File: src/hdl/bctd_pkg.sv
`timescale 1ns / 1ps
// ----------------------------------------------------------------------------
// bctd_pkg
// Types, codes and helpers shared by the battery CAN telemetry decoder.
// ----------------------------------------------------------------------------
package bctd_pkg;

    localparam int PACK_SENSORS_DEF = 10;

    // Decoupling queue between front and back
    localparam int QUEUE_DEPTH = 4;
    localparam int QPTR_W      = $clog2(QUEUE_DEPTH);
    localparam int QCNT_W      = $clog2(QUEUE_DEPTH + 1);

    localparam logic [7:0]  CELL_COUNT_RST = 8'd126;
    localparam logic [15:0] WDOG_TICKS_RST = 16'd10000;

    // Configuration register indexes
    localparam logic [1:0] CFG_CELL_COUNT = 2'd0;
    localparam logic [1:0] CFG_WDOG_TICKS = 2'd1;

    // Frame identifiers
    localparam logic [10:0] ID_AMBIENT   = 11'h245;
    localparam logic [10:0] ID_PACK_TEMP = 11'h43c;
    localparam logic [10:0] ID_CELL_MV   = 11'h43d;
    localparam logic [10:0] ID_PACK_VOLT = 11'h444;
    localparam logic [10:0] ID_SOC       = 11'h447;
    localparam logic [10:0] ID_PID_REPLY = 11'h7ef;

    localparam logic [7:0] SUBTYPE_AMBIENT = 8'h01;
    localparam logic [7:0] FIRST_FRAME     = 8'h10;
    localparam logic [3:0] FRAME_LEN_FULL  = 4'd8;

    // Diagnostic PIDs
    localparam logic [15:0] PID_SOC         = 16'h0005;
    localparam logic [15:0] PID_VOLTAGE     = 16'h0008;
    localparam logic [15:0] PID_CURRENT     = 16'h0009;
    localparam logic [15:0] PID_CHG_POWER   = 16'h000a;
    localparam logic [15:0] PID_CHG_COUNT   = 16'h000b;
    localparam logic [15:0] PID_DIS_POWER   = 16'h000e;
    localparam logic [15:0] PID_CHG_AH      = 16'h000f;
    localparam logic [15:0] PID_DIS_AH      = 16'h0010;
    localparam logic [15:0] PID_CHG_KWH     = 16'h0011;
    localparam logic [15:0] PID_DIS_KWH     = 16'h0012;
    localparam logic [15:0] PID_CELL_MV_MIN = 16'h002b;
    localparam logic [15:0] PID_CELL_MV_MAX = 16'h002d;
    localparam logic [15:0] PID_TEMP_MIN    = 16'h002f;
    localparam logic [15:0] PID_TEMP_MAX    = 16'h0031;
    localparam logic [15:0] PID_TEMP_AVG    = 16'h0032;

    localparam logic signed [23:0] DEGC_OFFSET    = 24'sd40;
    localparam logic signed [23:0] CURRENT_OFFSET = 24'sd5000;
    localparam logic [23:0]        POWER_SCALE    = 24'd100;

    // Result kinds
    localparam logic [1:0] KIND_VALUE = 2'd0;
    localparam logic [1:0] KIND_ACK   = 2'd1;
    localparam logic [1:0] KIND_RUN   = 2'd2;

    // Telemetry quantities
    localparam logic [4:0] Q_AMBIENT     = 5'd0;
    localparam logic [4:0] Q_PACK_VOLT   = 5'd1;
    localparam logic [4:0] Q_SOC         = 5'd2;
    localparam logic [4:0] Q_PID_SOC     = 5'd3;
    localparam logic [4:0] Q_PID_VOLT    = 5'd4;
    localparam logic [4:0] Q_PID_CURRENT = 5'd5;
    localparam logic [4:0] Q_TEMP_MIN    = 5'd6;
    localparam logic [4:0] Q_TEMP_MAX    = 5'd7;
    localparam logic [4:0] Q_TEMP_AVG    = 5'd8;
    localparam logic [4:0] Q_CELL_MIN    = 5'd9;
    localparam logic [4:0] Q_CELL_MAX    = 5'd10;
    localparam logic [4:0] Q_CELL_SPREAD = 5'd11;
    localparam logic [4:0] Q_DIS_POWER   = 5'd12;
    localparam logic [4:0] Q_CHG_POWER   = 5'd13;
    localparam logic [4:0] Q_CHG_COUNT   = 5'd14;
    localparam logic [4:0] Q_CHG_AH      = 5'd15;
    localparam logic [4:0] Q_DIS_AH      = 5'd16;
    localparam logic [4:0] Q_CHG_KWH     = 5'd17;
    localparam logic [4:0] Q_DIS_KWH     = 5'd18;
    localparam logic [4:0] Q_PACK_TEMP   = 5'd19;
    localparam logic [4:0] Q_CELL_MV     = 5'd20;

    localparam int PACK_PER_FRAME = 6;
    localparam int CELL_PER_FRAME = 3;

    typedef enum logic [1:0] {
        VMODE_SCALAR,
        VMODE_PACK,
        VMODE_CELL
    } vmode_t;

    typedef struct packed {
        logic        action;
        logic [10:0] can_id;
        logic [3:0]  frame_len;
        logic [7:0]  byte0;
        logic [7:0]  byte1;
        logic [7:0]  byte2;
        logic [7:0]  byte3;
        logic [7:0]  byte4;
        logic [7:0]  byte5;
        logic [7:0]  byte6;
        logic [7:0]  byte7;
    } in_t;

    typedef struct packed {
        logic [1:0]         kind;
        logic [4:0]         quantity;
        logic [7:0]         element;
        logic signed [23:0] value;
        logic               last;
    } out_t;

    // One classified item, expanded by the back end into its results
    typedef struct packed {
        logic               run_emit;
        logic               run_val;
        logic               ack;
        vmode_t             vmode;
        logic [2:0]         nval;
        logic [4:0]         q0;
        logic signed [23:0] v0;
        logic signed [23:0] v1;
        logic [7:0]         elem_base;
        logic [5:0][7:0]    data;
    } job_t;

    function automatic logic is_heartbeat(input logic [10:0] id);
        return id inside {11'h244, 11'h245, 11'h286, 11'h344, 11'h345, 11'h347,
                          11'h34a, 11'h35e, 11'h360, 11'h36c, 11'h438, 11'h43a,
                          11'h43b, 11'h43c, 11'h43d, 11'h444, 11'h445, 11'h446,
                          11'h447, 11'h47b, 11'h524};
    endfunction

    function automatic logic signed [23:0] to_degc(input logic [7:0] b);
        return $signed({16'd0, b}) - DEGC_OFFSET;
    endfunction

endpackage

File: src/hdl/bctd_front.sv
`timescale 1ns / 1ps
// ----------------------------------------------------------------------------
// bctd_front
// Accepts frames and ticks, keeps the watchdog and cell minimum, and
// classifies each item into a job for the back end.
// ----------------------------------------------------------------------------
module bctd_front
    import bctd_pkg::*;
#(
    parameter int PACK_SENSORS = PACK_SENSORS_DEF
)
(
    input  logic        clk,
    input  logic        rst_n,
    input  logic        in_valid,
    output logic        in_ready,
    input  in_t         in_item,
    input  logic        cfg_valid,
    output logic        cfg_ready,
    input  logic [1:0]  cfg_index,
    input  logic [15:0] cfg_data,
    input  logic        q_full,
    output logic        push,
    output job_t        push_job
);

    logic        running_reg, running_next;
    logic [15:0] wdog_left_reg, wdog_left_next;
    logic [15:0] min_cell_reg, min_cell_next;
    logic        min_seen_reg, min_seen_next;
    logic [7:0]  cell_count_reg;
    logic [15:0] wdog_ticks_reg;

    logic        accept;
    logic        frame_ok;
    logic [15:0] uv;
    logic [15:0] pid;
    logic [10:0] pack_base;
    logic [10:0] pack_rem;
    logic [9:0]  cell_base;
    logic [9:0]  cell_rem;
    job_t        job;

    assign in_ready  = !q_full;
    assign cfg_ready = 1'b1;
    assign accept    = in_valid && in_ready;
    assign frame_ok  = !in_item.action && (in_item.frame_len == FRAME_LEN_FULL);
    assign uv        = {in_item.byte5, in_item.byte4};
    assign pid       = {in_item.byte2, in_item.byte3};
    assign pack_base = 11'(in_item.byte0) * 11'(PACK_PER_FRAME);
    assign pack_rem  = 11'(PACK_SENSORS) - pack_base;
    assign cell_base = 10'(in_item.byte0) * 10'(CELL_PER_FRAME);
    assign cell_rem  = 10'(cell_count_reg) - cell_base;

    always_comb
    begin
        running_next   = running_reg;
        wdog_left_next = wdog_left_reg;
        min_cell_next  = min_cell_reg;
        min_seen_next  = min_seen_reg;
        job            = '0;
        job.vmode      = VMODE_SCALAR;
        job.data       = {in_item.byte6, in_item.byte5, in_item.byte4,
                          in_item.byte3, in_item.byte2, in_item.byte1};

        if (in_item.action)
        begin
            if (wdog_left_reg != 16'd0)
            begin
                wdog_left_next = wdog_left_reg - 16'd1;
                if (wdog_left_reg == 16'd1 && running_reg)
                begin
                    running_next = 1'b0;
                    job.run_emit = 1'b1;
                    job.run_val  = 1'b0;
                end
            end
        end
        else if (frame_ok)
        begin
            if (is_heartbeat(in_item.can_id))
            begin
                if (!running_reg)
                begin
                    job.run_emit = 1'b1;
                    job.run_val  = 1'b1;
                end
                running_next   = 1'b1;
                wdog_left_next = (wdog_ticks_reg == 16'd0) ? 16'd1 : wdog_ticks_reg;
            end

            case (in_item.can_id)
                ID_AMBIENT:
                begin
                    if (in_item.byte0 == SUBTYPE_AMBIENT)
                    begin
                        job.nval = 3'd1;
                        job.q0   = Q_AMBIENT;
                        job.v0   = to_degc(in_item.byte4);
                    end
                end
                ID_PACK_TEMP:
                begin
                    job.vmode     = VMODE_PACK;
                    job.elem_base = pack_base[7:0];
                    if (pack_base >= 11'(PACK_SENSORS))
                        job.nval = 3'd0;
                    else if (pack_rem > 11'(PACK_PER_FRAME))
                        job.nval = 3'(PACK_PER_FRAME);
                    else
                        job.nval = pack_rem[2:0];
                end
                ID_CELL_MV:
                begin
                    job.vmode     = VMODE_CELL;
                    job.elem_base = cell_base[7:0];
                    if (cell_base >= 10'(cell_count_reg))
                        job.nval = 3'd0;
                    else if (cell_rem > 10'(CELL_PER_FRAME))
                        job.nval = 3'(CELL_PER_FRAME);
                    else
                        job.nval = cell_rem[2:0];
                end
                ID_PACK_VOLT:
                begin
                    job.nval = 3'd1;
                    job.q0   = Q_PACK_VOLT;
                    job.v0   = $signed({8'd0, in_item.byte1, in_item.byte0});
                end
                ID_SOC:
                begin
                    job.nval = 3'd1;
                    job.q0   = Q_SOC;
                    job.v0   = $signed({8'd0, uv});
                end
                ID_PID_REPLY:
                begin
                    job.ack  = (in_item.byte0 == FIRST_FRAME);
                    job.nval = 3'd1;
                    job.v0   = $signed({8'd0, uv});
                    case (pid)
                        PID_SOC:
                        begin
                            job.q0 = Q_PID_SOC;
                            job.v0 = $signed({16'd0, in_item.byte4});
                        end
                        PID_VOLTAGE:   job.q0 = Q_PID_VOLT;
                        PID_CURRENT:
                        begin
                            job.q0 = Q_PID_CURRENT;
                            job.v0 = $signed({8'd0, uv}) - CURRENT_OFFSET;
                        end
                        PID_TEMP_MIN:
                        begin
                            job.q0 = Q_TEMP_MIN;
                            job.v0 = to_degc(in_item.byte4);
                        end
                        PID_TEMP_MAX:
                        begin
                            job.q0 = Q_TEMP_MAX;
                            job.v0 = to_degc(in_item.byte4);
                        end
                        PID_TEMP_AVG:
                        begin
                            job.q0 = Q_TEMP_AVG;
                            job.v0 = to_degc(in_item.byte4);
                        end
                        PID_CELL_MV_MIN:
                        begin
                            job.q0        = Q_CELL_MIN;
                            min_cell_next = uv;
                            min_seen_next = 1'b1;
                        end
                        PID_CELL_MV_MAX:
                        begin
                            job.q0 = Q_CELL_MAX;
                            job.v1 = $signed({8'd0, uv - min_cell_reg});
                            // spread only against a known, not larger minimum
                            if (min_seen_reg && uv >= min_cell_reg)
                                job.nval = 3'd2;
                        end
                        PID_CHG_POWER:
                        begin
                            job.q0 = Q_CHG_POWER;
                            job.v0 = $signed(24'(uv) * POWER_SCALE);
                        end
                        PID_DIS_POWER:
                        begin
                            job.q0 = Q_DIS_POWER;
                            job.v0 = $signed(24'(uv) * POWER_SCALE);
                        end
                        PID_CHG_COUNT: job.q0 = Q_CHG_COUNT;
                        PID_CHG_AH:    job.q0 = Q_CHG_AH;
                        PID_DIS_AH:    job.q0 = Q_DIS_AH;
                        PID_CHG_KWH:   job.q0 = Q_CHG_KWH;
                        PID_DIS_KWH:   job.q0 = Q_DIS_KWH;
                        default:       job.nval = 3'd0;
                    endcase
                end
                default:
                begin
                    job.nval = 3'd0;
                end
            endcase
        end
    end

    // Drop items that produce no result
    assign push     = accept && (job.run_emit || job.ack || (job.nval != 3'd0));
    assign push_job = job;

    always_ff @(posedge clk or negedge rst_n)
    begin
        if (!rst_n)
        begin
            running_reg    <= 1'b0;
            wdog_left_reg  <= 16'd0;
            min_cell_reg   <= 16'd0;
            min_seen_reg   <= 1'b0;
            cell_count_reg <= CELL_COUNT_RST;
            wdog_ticks_reg <= WDOG_TICKS_RST;
        end
        else
        begin
            if (accept)
            begin
                running_reg   <= running_next;
                wdog_left_reg <= wdog_left_next;
                min_cell_reg  <= min_cell_next;
                min_seen_reg  <= min_seen_next;
            end
            if (cfg_valid && cfg_ready)
            begin
                case (cfg_index)
                    CFG_CELL_COUNT: cell_count_reg <= cfg_data[7:0];
                    CFG_WDOG_TICKS: wdog_ticks_reg <= cfg_data;
                    default:        ;
                endcase
            end
        end
    end

endmodule

File: src/hdl/bctd_queue.sv
`timescale 1ns / 1ps
// ----------------------------------------------------------------------------
// bctd_queue
// Short job queue that lets front and back stall independently.
// ----------------------------------------------------------------------------
module bctd_queue
    import bctd_pkg::*;
(
    input  logic clk,
    input  logic rst_n,
    input  logic push,
    input  job_t push_job,
    output logic full,
    input  logic pop,
    output logic head_valid,
    output job_t head_job
);

    job_t              slot_reg [QUEUE_DEPTH];
    logic [QPTR_W-1:0] wr_ptr_reg;
    logic [QPTR_W-1:0] rd_ptr_reg;
    logic [QCNT_W-1:0] count_reg;
    logic              do_pop;

    assign full       = (count_reg == QCNT_W'(QUEUE_DEPTH));
    assign head_valid = (count_reg != '0);
    assign head_job   = slot_reg[rd_ptr_reg];
    assign do_pop     = pop && head_valid;

    always_ff @(posedge clk)
    begin
        if (push)
            slot_reg[wr_ptr_reg] <= push_job;
    end

    always_ff @(posedge clk or negedge rst_n)
    begin
        if (!rst_n)
        begin
            wr_ptr_reg <= '0;
            rd_ptr_reg <= '0;
            count_reg  <= '0;
        end
        else
        begin
            if (push)
                wr_ptr_reg <= (wr_ptr_reg == QPTR_W'(QUEUE_DEPTH - 1)) ? '0
                                                                     : wr_ptr_reg + QPTR_W'(1);
            if (do_pop)
                rd_ptr_reg <= (rd_ptr_reg == QPTR_W'(QUEUE_DEPTH - 1)) ? '0
                                                                     : rd_ptr_reg + QPTR_W'(1);
            if (push && !do_pop)
                count_reg <= count_reg + QCNT_W'(1);
            else if (do_pop && !push)
                count_reg <= count_reg - QCNT_W'(1);
        end
    end

endmodule

File: src/hdl/bctd_back.sv
`timescale 1ns / 1ps
// ----------------------------------------------------------------------------
// bctd_back
// Loads the head job's results into the output register, one per unstalled cycle.
// ----------------------------------------------------------------------------
module bctd_back
    import bctd_pkg::*;
(
    input  logic clk,
    input  logic rst_n,
    input  logic head_valid,
    input  job_t head_job,
    output logic pop,
    output logic out_valid,
    input  logic out_ready,
    output out_t out_item
);

    logic [2:0] idx_reg;
    logic [2:0] vidx;
    logic [2:0] lo_sel;
    logic [2:0] hi_sel;
    logic [3:0] total;
    logic       is_last;
    logic       adv;
    logic       out_valid_reg;
    out_t       out_item_reg;
    out_t       item;

    assign total   = 4'(head_job.run_emit) + 4'(head_job.ack) + 4'(head_job.nval);
    assign is_last = ({1'b0, idx_reg} == total - 4'd1);
    assign vidx    = idx_reg - 3'(head_job.run_emit) - 3'(head_job.ack);
    assign lo_sel  = {vidx[1:0], 1'b0};
    assign hi_sel  = {vidx[1:0], 1'b1};

    always_comb
    begin
        item      = '0;
        item.last = is_last;
        if (head_job.run_emit && idx_reg == 3'd0)
        begin
            item.kind  = KIND_RUN;
            item.value = $signed({23'd0, head_job.run_val});
        end
        else if (head_job.ack && idx_reg == 3'(head_job.run_emit))
        begin
            item.kind = KIND_ACK;
        end
        else
        begin
            item.kind = KIND_VALUE;
            case (head_job.vmode)
                VMODE_PACK:
                begin
                    item.quantity = Q_PACK_TEMP;
                    item.element  = head_job.elem_base + 8'(vidx);
                    item.value    = to_degc(head_job.data[vidx]);
                end
                VMODE_CELL:
                begin
                    item.quantity = Q_CELL_MV;
                    item.element  = head_job.elem_base + 8'(vidx);
                    item.value    = $signed({8'd0, head_job.data[hi_sel],
                                             head_job.data[lo_sel]});
                end
                default:
                begin
                    if (vidx == 3'd0)
                    begin
                        item.quantity = head_job.q0;
                        item.value    = head_job.v0;
                    end
                    else
                    begin
                        item.quantity = Q_CELL_SPREAD;
                        item.value    = head_job.v1;
                    end
                end
            endcase
        end
    end

    assign adv       = head_valid && (!out_valid_reg || out_ready);
    assign pop       = adv && is_last;
    assign out_valid = out_valid_reg;
    assign out_item  = out_item_reg;

    always_ff @(posedge clk)
    begin
        if (adv)
            out_item_reg <= item;
    end

    always_ff @(posedge clk or negedge rst_n)
    begin
        if (!rst_n)
        begin
            out_valid_reg <= 1'b0;
            idx_reg       <= 3'd0;
        end
        else
        begin
            if (adv)
            begin
                out_valid_reg <= 1'b1;
                idx_reg       <= is_last ? 3'd0 : idx_reg + 3'd1;
            end
            else if (out_ready)
            begin
                out_valid_reg <= 1'b0;
            end
        end
    end

endmodule

File: src/hdl/battery_can_telemetry_decoder_core.sv
`timescale 1ns / 1ps
// ----------------------------------------------------------------------------
// battery_can_telemetry_decoder_core
// Decodes received CAN frames and timer ticks into telemetry results.
// ----------------------------------------------------------------------------
//  Channel | Handshake             | Payload
//  --------+-----------------------+--------------------------------
//  in      | in_valid / in_ready   | in_item  (frame or tick)
//  cfg     | cfg_valid / cfg_ready | cfg_index, cfg_data
//  out     | out_valid / out_ready | out_item (one result)
//
//  Each accepted item yields 1 to 7 results; items with none are dropped.
//  Results leave one per cycle while out_ready allows, and an item holds the
//  back end until its last result is loaded. An item passes the job queue and
//  the output register before its first result shows in out_item. A four-entry
//  job queue lets the front keep taking items while output stalls, until full.
//  Reset clears the watchdog, running flag and cell minimum and loads the
//  configuration defaults; no clearing pass is needed. cfg_ready is always high.
// ----------------------------------------------------------------------------
module battery_can_telemetry_decoder_core
    import bctd_pkg::*;
#(
    parameter int PACK_SENSORS = PACK_SENSORS_DEF
)
(
    input  logic        clk,
    input  logic        rst_n,
    input  logic        in_valid,
    output logic        in_ready,
    input  in_t         in_item,
    input  logic        cfg_valid,
    output logic        cfg_ready,
    input  logic [1:0]  cfg_index,
    input  logic [15:0] cfg_data,
    output logic        out_valid,
    input  logic        out_ready,
    output out_t        out_item
);

    logic q_full;
    logic push;
    job_t push_job;
    logic pop;
    logic head_valid;
    job_t head_job;

    bctd_front #(
        .PACK_SENSORS (PACK_SENSORS)
    ) u_front (
        .clk       (clk),
        .rst_n     (rst_n),
        .in_valid  (in_valid),
        .in_ready  (in_ready),
        .in_item   (in_item),
        .cfg_valid (cfg_valid),
        .cfg_ready (cfg_ready),
        .cfg_index (cfg_index),
        .cfg_data  (cfg_data),
        .q_full    (q_full),
        .push      (push),
        .push_job  (push_job)
    );

    bctd_queue u_queue (
        .clk        (clk),
        .rst_n      (rst_n),
        .push       (push),
        .push_job   (push_job),
        .full       (q_full),
        .pop        (pop),
        .head_valid (head_valid),
        .head_job   (head_job)
    );

    bctd_back u_back (
        .clk        (clk),
        .rst_n      (rst_n),
        .head_valid (head_valid),
        .head_job   (head_job),
        .pop        (pop),
        .out_valid  (out_valid),
        .out_ready  (out_ready),
        .out_item   (out_item)
    );

endmodule

File: config.mk
export PLATFORM = sky130hd
export DESIGN_NAME = battery_can_telemetry_decoder_core
export DESIGN_NICKNAME = d
export VERILOG_FILES = /design/src/hdl/bctd_pkg.sv /design/src/hdl/bctd_front.sv /design/src/hdl/bctd_queue.sv /design/src/hdl/bctd_back.sv /design/src/hdl/battery_can_telemetry_decoder_core.sv
export SDC_FILE = /design/constraint.sdc
export NUM_CORES = 1
export LEC_CHECK = 0
export ABC_AREA = 1
export BUFFER_PORTS_ARGS = -buffer_cell sky130_fd_sc_hd__buf_2
export CORE_MARGIN = 1
export CORE_UTILIZATION = 67
export CTS_CLUSTER_SIZE = 12
export DETAILED_ROUTE_END_ITERATION = 8
export PLACE_DENSITY = 0.86
export SKIP_LAST_GASP = 1
export SYNTH_ARGS = -nofsm -noshare
export SYNTH_HDL_FRONTEND = slang
export SYNTH_SLANG_ARGS = --single-unit
File: constraint.sdc
create_clock -name clk -period 19.2 [get_ports clk]
set_clock_uncertainty 0.1 [all_clocks]
set_input_delay 1.92 -clock clk [delete_from_list [all_inputs] [get_ports clk]]
set_output_delay 1.92 -clock clk [all_outputs]
set_load 0.02 [all_outputs]
Word level (Yosys, flattened, before mapping)

Memory sizes are Yosys's and may differ from the RTL's.
Cells that the tools add are included.

Flip-flop bits (word level): 109
RAM bits: 468
Input port bits: 103
Output and inout port bits: 43
Word-level logic and storage cells: 199
Memories kept: 1

Add/sub/neg operators: 18
Multipliers: 3
Order comparisons: 8
Equality and inequality tests: 51
Multiplexer cells: 55
Bitwise gates (word level): 2
Reductions and logical operators: 44

Memory list:

| name             | words | bits a word | rd ports | clocked after memory_dff | write ports | RTL line         | RTL |
|---|---|---|---|---|---|---|---|
| u_queue.slot_reg | 4     | 117         | 1        | 0                        | 1           | bctd_queue.sv:19 | `job_t slot_reg [QUEUE_DEPTH];` |

Operators by type and width:

| kind                     | number |
|---|---|
| $eq A11 B11 Y1 const B   | 12 |
| $pmux W29 S4             | 1 |
| $eq A11 B10 Y1 const B   | 10 |
| $eq A16 B4 Y1 const B    | 6 |
| $mux W16                 | 6 |
| $pmux W24 S4             | 1 |
| $eq A16 B6 Y1 const B    | 5 |
| $pmux W5 S15             | 1 |
| $mux W69                 | 1 |
| $mux W67                 | 1 |
| $eq A16 B5 Y1 const B    | 3 |
| $mux W24                 | 2 |
| $pmux W24 S2             | 1 |
| $bmux W8 S2              | 2 |
| $mux W30                 | 1 |
| $bmux W8 S3              | 1 |
| $mux W8                  | 3 |
| $mul A16 B5 Y21 const B  | 1 |
| $mux W3                  | 7 |
| $reduce_bool A21 Y1      | 1 |
| $mul A8 B2 Y10 const B   | 2 |
| $sub A8 B6 Y9 const B    | 2 |
| $sub A16 B13 Y17 const B | 1 |
| $eq A16 B1 Y1 const B    | 1 |
| 52 further kinds         | 109 |

Longest topological paths before layout

Gate-level depths: netlist of the first run.

Word-level depth: 15
Mapped depth: 32
Mapped depth without buffers: 32

Modules after synthesis

From an unflattened synthesis of the first run, not the netlist that was laid out.

Cell total of the unflattened synthesis: 3265
Area total of the unflattened synthesis: 31323.8 µm²

By module, submodules not included:

| module     | times used | cells an instance | area each (µm²) | seq. area each (µm²) |
|---|---|---|---|---|
| bctd_queue | 1          | 1418              | 18826.8         | 14228.6 |
| bctd_front | 1          | 1328              | 8784.7          | 1465.2 |
| bctd_back  | 1          | 519               | 3712.3          | 1301.2 |

Worst setup path after synthesis of the first run

Ideal clock, no wire load.

Path kind: input port to flip-flop
From: input port in_item[56] in the netlist's numbering
To: memory u_queue.slot_reg[0][0] in the netlist's numbering, enable pin
Setup time: 578 ps
Arrival time: 8673 ps
Data required time: 18522 ps
Path slack: 9849 ps
Stages on the path: 19
Path buffers: 0
Cells stage by stage: ha_1 > fa_1 > inv_1 > ha_1 > nand2_1 > nand2_1 > nand2_1 > nand3_1 > nand3_1 > nand3_1 > a21oi_1 > nor2_1 > nand3_1 > nand2_1 > nand3_1 > nand2_1 > nand3_2 > nand2_2 > nor2_1

Word-level cells in the longest chain between the ends: 13
Elaborated cells between the ends (all ways): 25
Those cells by class: 2 x add/sub; 2 x mul; 4 x order compare; 2 x eq/ne; 11 x mux; 4 x reduce/logical

RTL lines:

| what                                               | RTL line                                 | RTL |
|---|---|---|
| start, declared                                    | battery_can_telemetry_decoder_core.sv:30 | `input in_t in_item,` |
| $mul A8 B2 Y10                                     | bctd_front.sv:50, bctd_front.sv:52       |  |
| $sub A4 B11 Y11 or $sub A8 B10 Y10 (tied branches) | bctd_front.sv:51, bctd_front.sv:53       |  |
| $gt A11 B3 Y1 or $gt A10 B2 Y1 (tied branches)     | bctd_front.sv:108, bctd_front.sv:119     |  |
| $mux W3, on equally long branches                  | bctd_front.sv:108, bctd_front.sv:119     |  |
| $mux W3, on equally long branches                  | bctd_front.sv:106, bctd_front.sv:117     |  |
| $pmux W3 S5                                        | bctd_front.sv:92                         | `case (in_item.can_id)` |
| $mux W69 (*)                                       | bctd_front.sv:79                         | `else if (frame_ok)` |
| $mux W67 (*)                                       | bctd_front.sv:66                         | `if (in_item.action)` |
| $reduce_bool A3 Y1                                 | bctd_front.sv:209                        | `assign push = accept && (job.run_emit \|\| job.ack \|\| (job.nval != 3'd0));` |
| $logic_or A1 B1 Y1 (*)                             | bctd_front.sv:209                        |  |
| $logic_and A1 B1 Y1 (*)                            | bctd_front.sv:209                        |  |
| $mux W1 (*)                                        | bctd_queue.sv:32                         | `if (push)` |
| $mux W1 (implied by the code) (*)                  | bctd_queue.sv:33                         | `slot_reg[wr_ptr_reg] <= push_job;` |
| end, declared                                      | bctd_queue.sv:19                         |  |

Mark *: on every way between the ends. The rest lies on a longest branch, timed or not.

Final worst setup path of the first run

From: register u_queue.rd_ptr_reg[0]
To: register u_back.out_item_reg, in the netlist u_back.out_item[35], data pin

Word-level cells in the longest chain between the ends: 6
Elaborated cells between the ends (all ways): 12
Those cells by class: 2 x add/sub; 3 x eq/ne; 2 x mux; 4 x reduce/logical; 1 x memory

RTL lines:

| what                        | RTL line         | RTL |
|---|---|---|
| start, declared             | bctd_queue.sv:21 | `logic [QPTR_W-1:0] rd_ptr_reg;` |
| start signal, assigned      | bctd_queue.sv:50 | `rd_ptr_reg <= (rd_ptr_reg == QPTR_W'(QUEUE_DEPTH - 1)) ? '0` |
| $mem_v2 Z4 W117 (*)         | n/a              |  |
| $sub A3 B1 Y3 (2 in series) | bctd_back.sv:32  | `assign vidx = idx_reg - 3'(head_job.run_emit) - 3'(head_job.ack);` |
| $logic_not A3 Y1            | bctd_back.sv:68  | `if (vidx == 3'd0)` |
| $mux W5                     | bctd_back.sv:68  |  |
| $pmux W5 S2                 | bctd_back.sv:52  | `case (head_job.vmode)` |
| end signal, assigned        | bctd_back.sv:91  | `out_item_reg <= item;` |
| end, declared               | bctd_back.sv:27  | `out_t out_item_reg;` |

Marked as above.
A chain may end at the register's enable or synchronous reset.

==> summary.txt, run 1 <==
Setup path
  • Max incr delay on CP: 0.98 ns
  • Critical path fanouts, max: 83
  • Critical path class: reg2reg
  • RR Startpoint: u_queue.rd_ptr_reg[0]
  • CP max stage cell: dfrtp_4
  • CP Capture Type: register
  • Kind of cell adding the most delay to the critical path: simple AND/OR/NAND/NOR gates
  • CP Data Required Time: a little under 20 ns
  • WP buf/inv: 6
  • CP Cell Sequence: buf_4 > nand2_1 > nand3_1 > nand2_1 > fa_1 > inv_1 > ha_1 > nor2_1 > ha_1 > buf_4 > inv_1 > nor2_4 > inv_1 > nor2_4 > inv_2 > nor2_1 > nand2_1 > a21oi_1
  • R2R setup slack: ~12 ns
  • Setup crit start kind: register
  • R2R cell count: 18
  • Critical path data arrival time: ~7.3 ns
  • R2r endpoint: u_back.out_item[35]

GRT
  • First-pass GRT wire length: around 120 mm
  • M1 GR Usage: a little under half
  • Gr usage total: 35.6%
  • Initial antenna violation count: 4
  • Total congestion overflow: 0
  • Most Used Layer, Global Route: met2
  • Largest net degree at the start of global routing: 92
  • Met3 usage: 6.28%
  • Number of global-route vias before repair: approximately 22k
  • Met2 Resource Use GR: between 50% and 60%

Detailed routing
  • DRT Pass-1 Iters: 8
  • Via/cell ratio: 6.35
  • DRC violations left: 0
  • Avg WL per Cell: roughly 22 um
  • Initial DRC Count: between 2k and 3k
  • Antenna-violating nets left: 0
  • Post-Route WL: 76.8 mm
  • Vias: ~22k

Clock tree
  • Clk_lat worst skew: 0.61 ns
  • Root Buffer: clkbuf_16
  • Max clock buf depth: 3
  • TritonCTS Buffers: 54
  • Clock Sinks: between 500 and 600
  • CTS tree: done
  • Htree depth: 2
  • Post-cts sizing count: 0
  • Setup Fix Bufs, Post-CTS: 0
  • Hold Buf Count CTS: 0
  • Clock Pin Slew Worst Setup and Hold Paths: 0.06 ns

Synthesis
  • Cells after synthesis: 2850
  • Sequential cell area fraction in the yosys report: a little under three fifths
  • EDFF count, synth: approximately 480
  • #FFs+latches synth: around 550
  • Top cell type by total area after synthesis: edfxtp_1
  • Ys async rst share: between 10% and 20%
  • Avg Inst Size Synth: around 10 um^2
  • Netlist cell types: just over 70
  • YS warnings: 0
  • Net Count, Synth: 3105
  • Yosys top cell area share: about 50%
  • Most used DFF post-synth: edfxtp_1
  • Top cells by area, synth: edfxtp_1, nand2_1, ha_1, dfrtp_1, o21ai_0
  • Synthesized area: ~29000 um^2

Run
  • Max-cap violations: 0

Timing
  • Fmax: between 100 and 150 MHz
  • Relative slew slack: around 22%
  • RSZ-0062 raised after global routing: false
  • Setup Viol. Count Final: 0
  • Worst slew pin tran: between 1 and 1.5 ns
  • Final hold viol count: 0
  • Setup TNS Final: 0 ns
  • Max-slew violations: 0
  • Tcrit/Tclk final: 36.9%
  • Fin crit period: approximately 7.1 ns
  • Setup ws final: around 12 ns

Placement
  • Placement Setup Slack: approximately 12 ns
  • Hpwl dp: 51.3 mm
  • Port-buffer cells: 136
  • RePlAce Congestion: between 0.9 and 1

Die
  • Row count: 75
  • I/O pin count: 146
  • Initial core utilization: about two thirds
  • Die W: between 200 and 250 um
  • Overall die height: between 200 and 250 um
  • Core Region: approximately 42000 um^2
  • Die ar.: between 40000 and 50000 um^2

Finish
  • Max FFs per register: approximately 440
  • Share of cells above drive strength 1: about 11%
  • Area added between synthesis and finish: 9.03%
  • Total Nets Final: between 3k and 4k
  • Antenna diodes: 0

Pwr
  • PD cells: roughly 160 nW/um^2
  • Worst VDD drop: ~0.00013 V
  • Leakage power: roughly 13 nW

Worst hold path
  • Hold Crit Depth: 2
  • Hold path endpoint: u_front.min_seen_reg
  • Hold WC Path Type: reg2reg
  • Hold wc startpoint: u_front.min_seen_reg

Outcome
  • Status: finished clean
synth_stat cells, types with 8 or more instances:
cell and n:
a221oi_1 10, ha_1 134, nand2_1 551, a21oi_1 177, o21ai_0 250, dfstp_2 11, nand4_1 18, buf_2 42
clkbuf_1 34, nand3_1 112, nor4_1 8, o31ai_1 9, o22ai_1 53, dfrtp_1 58, o21ai_1 20, xor2_1 19
a31oi_1 19, buf_4 16, o211ai_1 11, inv_2 22, nor2_2 10, edfxtp_1 476, inv_1 278, a32o_1 34
o221ai_1 17, buf_6 15, nor2_1 293, fa_1 18, nor3_1 18
how the worst max path moves through the flow:
stage	startpoint	depth (start not counted)	end	slack, ns
3_3_place_gp	in_item[56]	22	u_queue.slot_reg[3][20]	12.25
4_1_cts	u_queue.rd_ptr_reg[0]	18	u_back.out_item[35]	12.27
3_5_place_dp	in_item[56]	22	u_queue.slot_reg[3][19]	12.20
5_1_grt	u_queue.rd_ptr_reg[0]	18	u_back.out_item[35]	11.90
2_1_floorplan	in_item[56]	19	u_queue.slot_reg[0][0]	9.85
6_report	u_queue.rd_ptr_reg[0]	18	u_back.out_item[35]	12.12
area by class of cell:
cell class | instances | area (um^2)
repair buffers | 156 | 831
clock buffers | 83 | 1560
multi-input cells | 1894 | 10800
fillers | 2779 | 10900
well taps | 539 | 674
inverters | 301 | 1140
flip-flops and latches | 545 | 16000
clock inverters | 7 | 87.6
layout by cell type (no fill, tap or decap), types with 24 or more instances in the layout:
cell type	n
a21oi_1	177
a32o_1	34
buf_2	136
clkbuf_1	24
clkbuf_16	58
dfrtp_1	56
edfxtp_1	476
ha_1	134
inv_1	278
nand2_1	551
nand3_1	112
nor2_1	289
o21ai_0	250
o22ai_1	53
kinds of logic (layout without fill, tap and decap cells):
logic type | Yosys count | after routing | synth area share (%)
and+or+nand+nor | 1058 | 1058 | 15.8
adders and majority gates | 152 | 152 | 7.15
muxes | 5 | 5 | 0.197
buffers and inverters | 411 | 547 | 6.21
xor gates and xnor gates | 25 | 25 | 0.794
DFF | 545 | 545 | 56.2
other | 1 | 1 | 0.0132
AOI/OAI and AO/OA | 653 | 653 | 13.6
where the power goes:
part	switching (mW)	internal (mW)	total (mW)	leakage, nW
clock	0.427	0.578	1.01	0.788
combinational	1.70	0.722	2.42	6.49
sequential	0.0804	1.41	1.49	5.48
total	2.20	2.71	4.91	12.8
per-layer routing:
metal  share of wire, %  vias up  wire [um]
li1                   -    10100          -
met1                 37    10600      28600
met2                 47     1416      35800
met3                 12      216       8990
met4                4.3        8       3320
met5              0.061        -         47
per-stage QoR:
| step | instances | cell area, um^2 | total power, mW | utilization [%] | hold WS, ns |
|---|---|---|---|---|---|
| after CTS | 3525 | 31100 | 4.86 | 74.1 | 0.381 |
| after global routing | 3525 | 31100 | 5.16 | 74.1 | 0.412 |
| final | 3525 | 31100 | 4.91 | 74.1 | 0.378 |
| after global placement | 3435 | 29400 | 3.72 | 70.2 | 0.347 |
| after detailed placement | 3435 | 29400 | 3.83 | 70.2 | 0.365 |
| after floorplan | 2850 | 28500 | 3.19 | - | 0.335 |
tightest hold or removal path: cells and delay by family, from the launching register on:
family / cells / cell delay (ns)
flip-flops: 1 / 0.35
buffers and inverters: 1 / 0.05
AND/OR/NAND/NOR: 1 / 0.05
(Power assumes the default switching activity.)
==> inputs of run 2 (changes only) <==
--- a/config.mk
+++ b/config.mk
@@ -5,13 +5,13 @@
 export SDC_FILE = /design/constraint.sdc
 export NUM_CORES = 1
 export LEC_CHECK = 0
-export ABC_AREA = 1
+export ABC_AREA = 0
 export BUFFER_PORTS_ARGS = -buffer_cell sky130_fd_sc_hd__buf_2
 export CORE_MARGIN = 1
-export CORE_UTILIZATION = 67
+export CORE_UTILIZATION = 56
 export CTS_CLUSTER_SIZE = 12
 export DETAILED_ROUTE_END_ITERATION = 8
-export PLACE_DENSITY = 0.86
+export PLACE_DENSITY = 0.77
 export SKIP_LAST_GASP = 1
 export SYNTH_ARGS = -nofsm -noshare
 export SYNTH_HDL_FRONTEND = slang
==> constraint.sdc (replaced) <==
create_clock -name clk -period 5.82 [get_ports clk]
set_clock_uncertainty 0.1 [all_clocks]
set_input_delay 0.582 -clock clk [delete_from_list [all_inputs] [get_ports clk]]
set_output_delay 0.582 -clock clk [all_outputs]
set_load 0.02 [all_outputs]
==> summary.txt, run 2 <==
GRT
  • Number of global-route vias before repair: 17.9k (-17%)
  • Initial antenna violation count: 6 (+2)
  • Gr usage total: 28.0% (-7.6 points)
  • First-pass GRT wire length: 105 mm (-11%)
  • Total congestion overflow: 0 (unchanged)
  • Largest net degree at the start of global routing: 102 (+11%)

Clock tree
  • Setup Fix Bufs, Post-CTS: 0 (unchanged)
  • Clk_lat worst skew: 0.62 ns (about the same)
  • TritonCTS Buffers: 56 (+3.7%)
  • Post-cts sizing count: 0 (unchanged)
  • Hold Buf Count CTS: 0 (unchanged)
  • Clock Pin Slew Worst Setup and Hold Paths: 0.06 ns (about the same)
  • Root Buffer: clkbuf_16
  • Htree depth: 2 (unchanged)
  • Max clock buf depth: 3 (unchanged)
  • Clock Sinks: 545 (unchanged)
  • CTS tree: done

Synthesis
  • Most used DFF post-synth: edfxtp_1
  • #FFs+latches synth: 545 (unchanged)
  • Cells after synthesis: 2037 (-29%)
  • Net Count, Synth: 2292 (-26%)
  • Sequential cell area fraction in the yosys report: 58.3% (+2.1 points)
  • Top cells by area, synth: edfxtp_1, mux4_2, ha_1, dfrtp_1, a21oi_1
  • Yosys top cell area share: 52.0% (+1.8 points)
  • Top-count cell post-synth: edfxtp_1
  • EDFF count, synth: 476 (unchanged)
  • YS warnings: 0 (unchanged)
  • Ys async rst share: 12.7% (unchanged)
  • Synthesized area: 27500 um^2 (-3.5%)
  • Top post-synthesis cells by count: edfxtp_1, nand2_1, inv_1, ha_1, a21oi_1
  • Top cell type by total area after synthesis: edfxtp_1
  • Avg Inst Size Synth: 13.5 um^2 (+35%)
  • Netlist cell types: 81 (+13%)

Timing
  • Fin crit period: 5.20 ns (-1.88 ns)
  • Min Hold Slack: 0.0867 ns (-0.291 ns)
  • Setup TNS Final: 0 ns (unchanged)
  • Final hold viol count: 0 (unchanged)
  • Relative slew slack: 18.1% (-4.1 points)
  • Tcrit/Tclk final: 89.4% (+52 points)
  • Worst slew pin tran: 1.22 ns (+0.0525 ns)
  • Setup ws final: 0.620 ns (-11.50 ns)
  • RSZ-0062 raised after global routing: false
  • Max-slew violations: 0 (unchanged)
  • Fmax: 192 MHz (+36%)
  • Setup Viol. Count Final: 0 (unchanged)

Setup path
  • RR Startpoint: u_queue.rd_ptr_reg[0]
  • CP Capture Type: register
  • CP Data Required Time: 6.08 ns (-13.38 ns)
  • R2R cell count: 16 (-2)
  • Setup crit start kind: register
  • R2r endpoint: u_back.out_item[8]
  • Critical path fanouts, max: 16 (-81%)
  • Critical path class: reg2reg
  • R2R setup slack: 0.62 ns (-11.50 ns)
  • Critical path data arrival time: 5.46 ns (-1.88 ns)

Placement
  • Port-buffer cells: 136 (unchanged)
  • Hpwl dp: 47.7 mm (-6.9%)
  • Placement Setup Slack: 0.310 ns (-11.89 ns)
  • RePlAce Congestion: 0.940 (-2.4%)

Finish
  • Most common cell after layout, fill and taps aside: edfxtp_1
  • Share of cells above drive strength 1: 20.6% (+9.8 points)
  • Commonest non-fill, non-tap cells in the layout: edfxtp_1, nand2_1, inv_1
  • Total Nets Final: 2476 (-23%)
  • Max FFs per register: 436 (unchanged)
  • Finished Core Util: 64.5% (-9.6 points)
  • Area added between synthesis and finish: 12.7%
  • Layout filler cell count: 3428 (+23%)

Detailed routing
  • Post-Route WL: 68.8 mm (-10%)
  • DRC violations left: 0 (unchanged)
  • Avg WL per Cell: 23.9 um (+9.9%)
  • Via/cell ratio: 6.36 (+0.25%)
  • Vias: 18.3k (-18%)
  • Initial DRC Count: 1901 (-36%)
  • Antenna-violating nets left: 0 (unchanged)
  • DRT Pass-1 Iters: 6 (-2)

Die
  • Die W: 224 um (+7.4%)
  • I/O pin count: 146 (unchanged)
  • Core Region: 48000 um^2 (+15%)
  • Die ar.: 50000 um^2 (+15%)
  • Row count: 80 (+6.7%)
  • Overall die height: 224 um (+7.4%)
  • Initial core utilization: 57.2% (-11 points)

Run
  • Max-cap violations: 0 (unchanged)

Outcome
  • Status: finished clean

Pwr
  • PnR Total Power: 13.5 mW (+180%)
  • PD cells: 436 nW/um^2 (+180%)
  • Worst VDD drop: 0.000554 V (+320%)
  • Leakage power: 10.9 nW (-15%)

Worst hold path
  • Hold WC Path Type: in2async
## run 2: cell types whose count changed after synthesis, moves of 79 or more
cell and delta:
nor2_1 -186, nand3_1 -79, nand2_1 -400, mux4_2 +109, inv_1 -130, o21ai_0 -160
## run 2: worst max-delay path: stages (launching register included)
cell	delay, ns
dfrtp_4	0.57
mux4_2	0.62
inv_1	0.13
fa_1	0.44
inv_1	0.08
ha_1	0.15
nor2_1	0.05
ha_1	0.74
inv_1	0.12
buf_4	0.24
a21oi_1	0.15
nor2_1	0.06
a311oi_1	0.53
xor2_1	0.22
a221oi_1	0.12
buf_4	0.18
a211oi_1	0.41
## run 2: how the worst max path moves through the flow
stage,startpoint,to,cells after the start
after floorplan,in_item[56],u_queue.slot_reg[0][0],15
after global placement,in_item[57],u_queue.count_reg[1],21
after detailed placement,in_item[57],u_queue.count_reg[1],21
after CTS,u_queue.rd_ptr_reg[0],u_back.out_item[8],16
after global routing,u_queue.rd_ptr_reg[0],u_back.out_item[8],16
final,u_queue.rd_ptr_reg[0],u_back.out_item[8],16
## run 2: kinds of logic after synthesis
group / after synthesis / synth area share [%]
adders and majority gates: 152 / 7.41
other: 1 / 0.0136
and+or+nand+nor: 477 / 8.43
AOI/OAI and AO/OA: 418 / 9.79
muxes: 158 / 10.9
xor gates and xnor gates: 63 / 2.03
buffers and inverters: 223 / 3.10
DFF: 545 / 58.3
## run 2: final cells by class
class | instances | area [um^2] | share of cell area (%)
flip-flops and latches | 545 | 16000 | 51.7
multi-input cells | 1269 | 10700 | 34.5
clock buffers | 71 | 1480 | 4.77
repair buffers | 200 | 1270 | 4.11
well taps | 615 | 769 | 2.48
inverters | 149 | 559 | 1.80
clock inverters | 24 | 189 | 0.609
diodes | 2 | 5.00 | 0.0161
## run 2: per-stage QoR
step / instance area (um^2) / instances
2_1_floorplan: 27500 / 2037
3_3_place_gp: 29300 / 2778
3_5_place_dp: 29300 / 2778
4_1_cts: 31000 / 2873
5_1_grt: 31000 / 2874
6_report: 31000 / 2875
## run 2: per-layer routing
metal  part of all wire (%)  up-vias  GRT usage (%)
met5                  0.081        -              0
met4                    3.9        8           11.0
met3                     11      167           7.38
met2                     46      951           43.0
met1                     40     9021           38.3
li1                       -     8142              -
## run 2: power by group
group	switching, mW	leakage, nW	total (mW)	internal, mW
combinational	3.37	5.46	5.46	2.09
sequential	0.180	4.62	4.76	4.58
clock	1.43	0.814	3.30	1.87
total	4.98	10.9	13.5	8.54
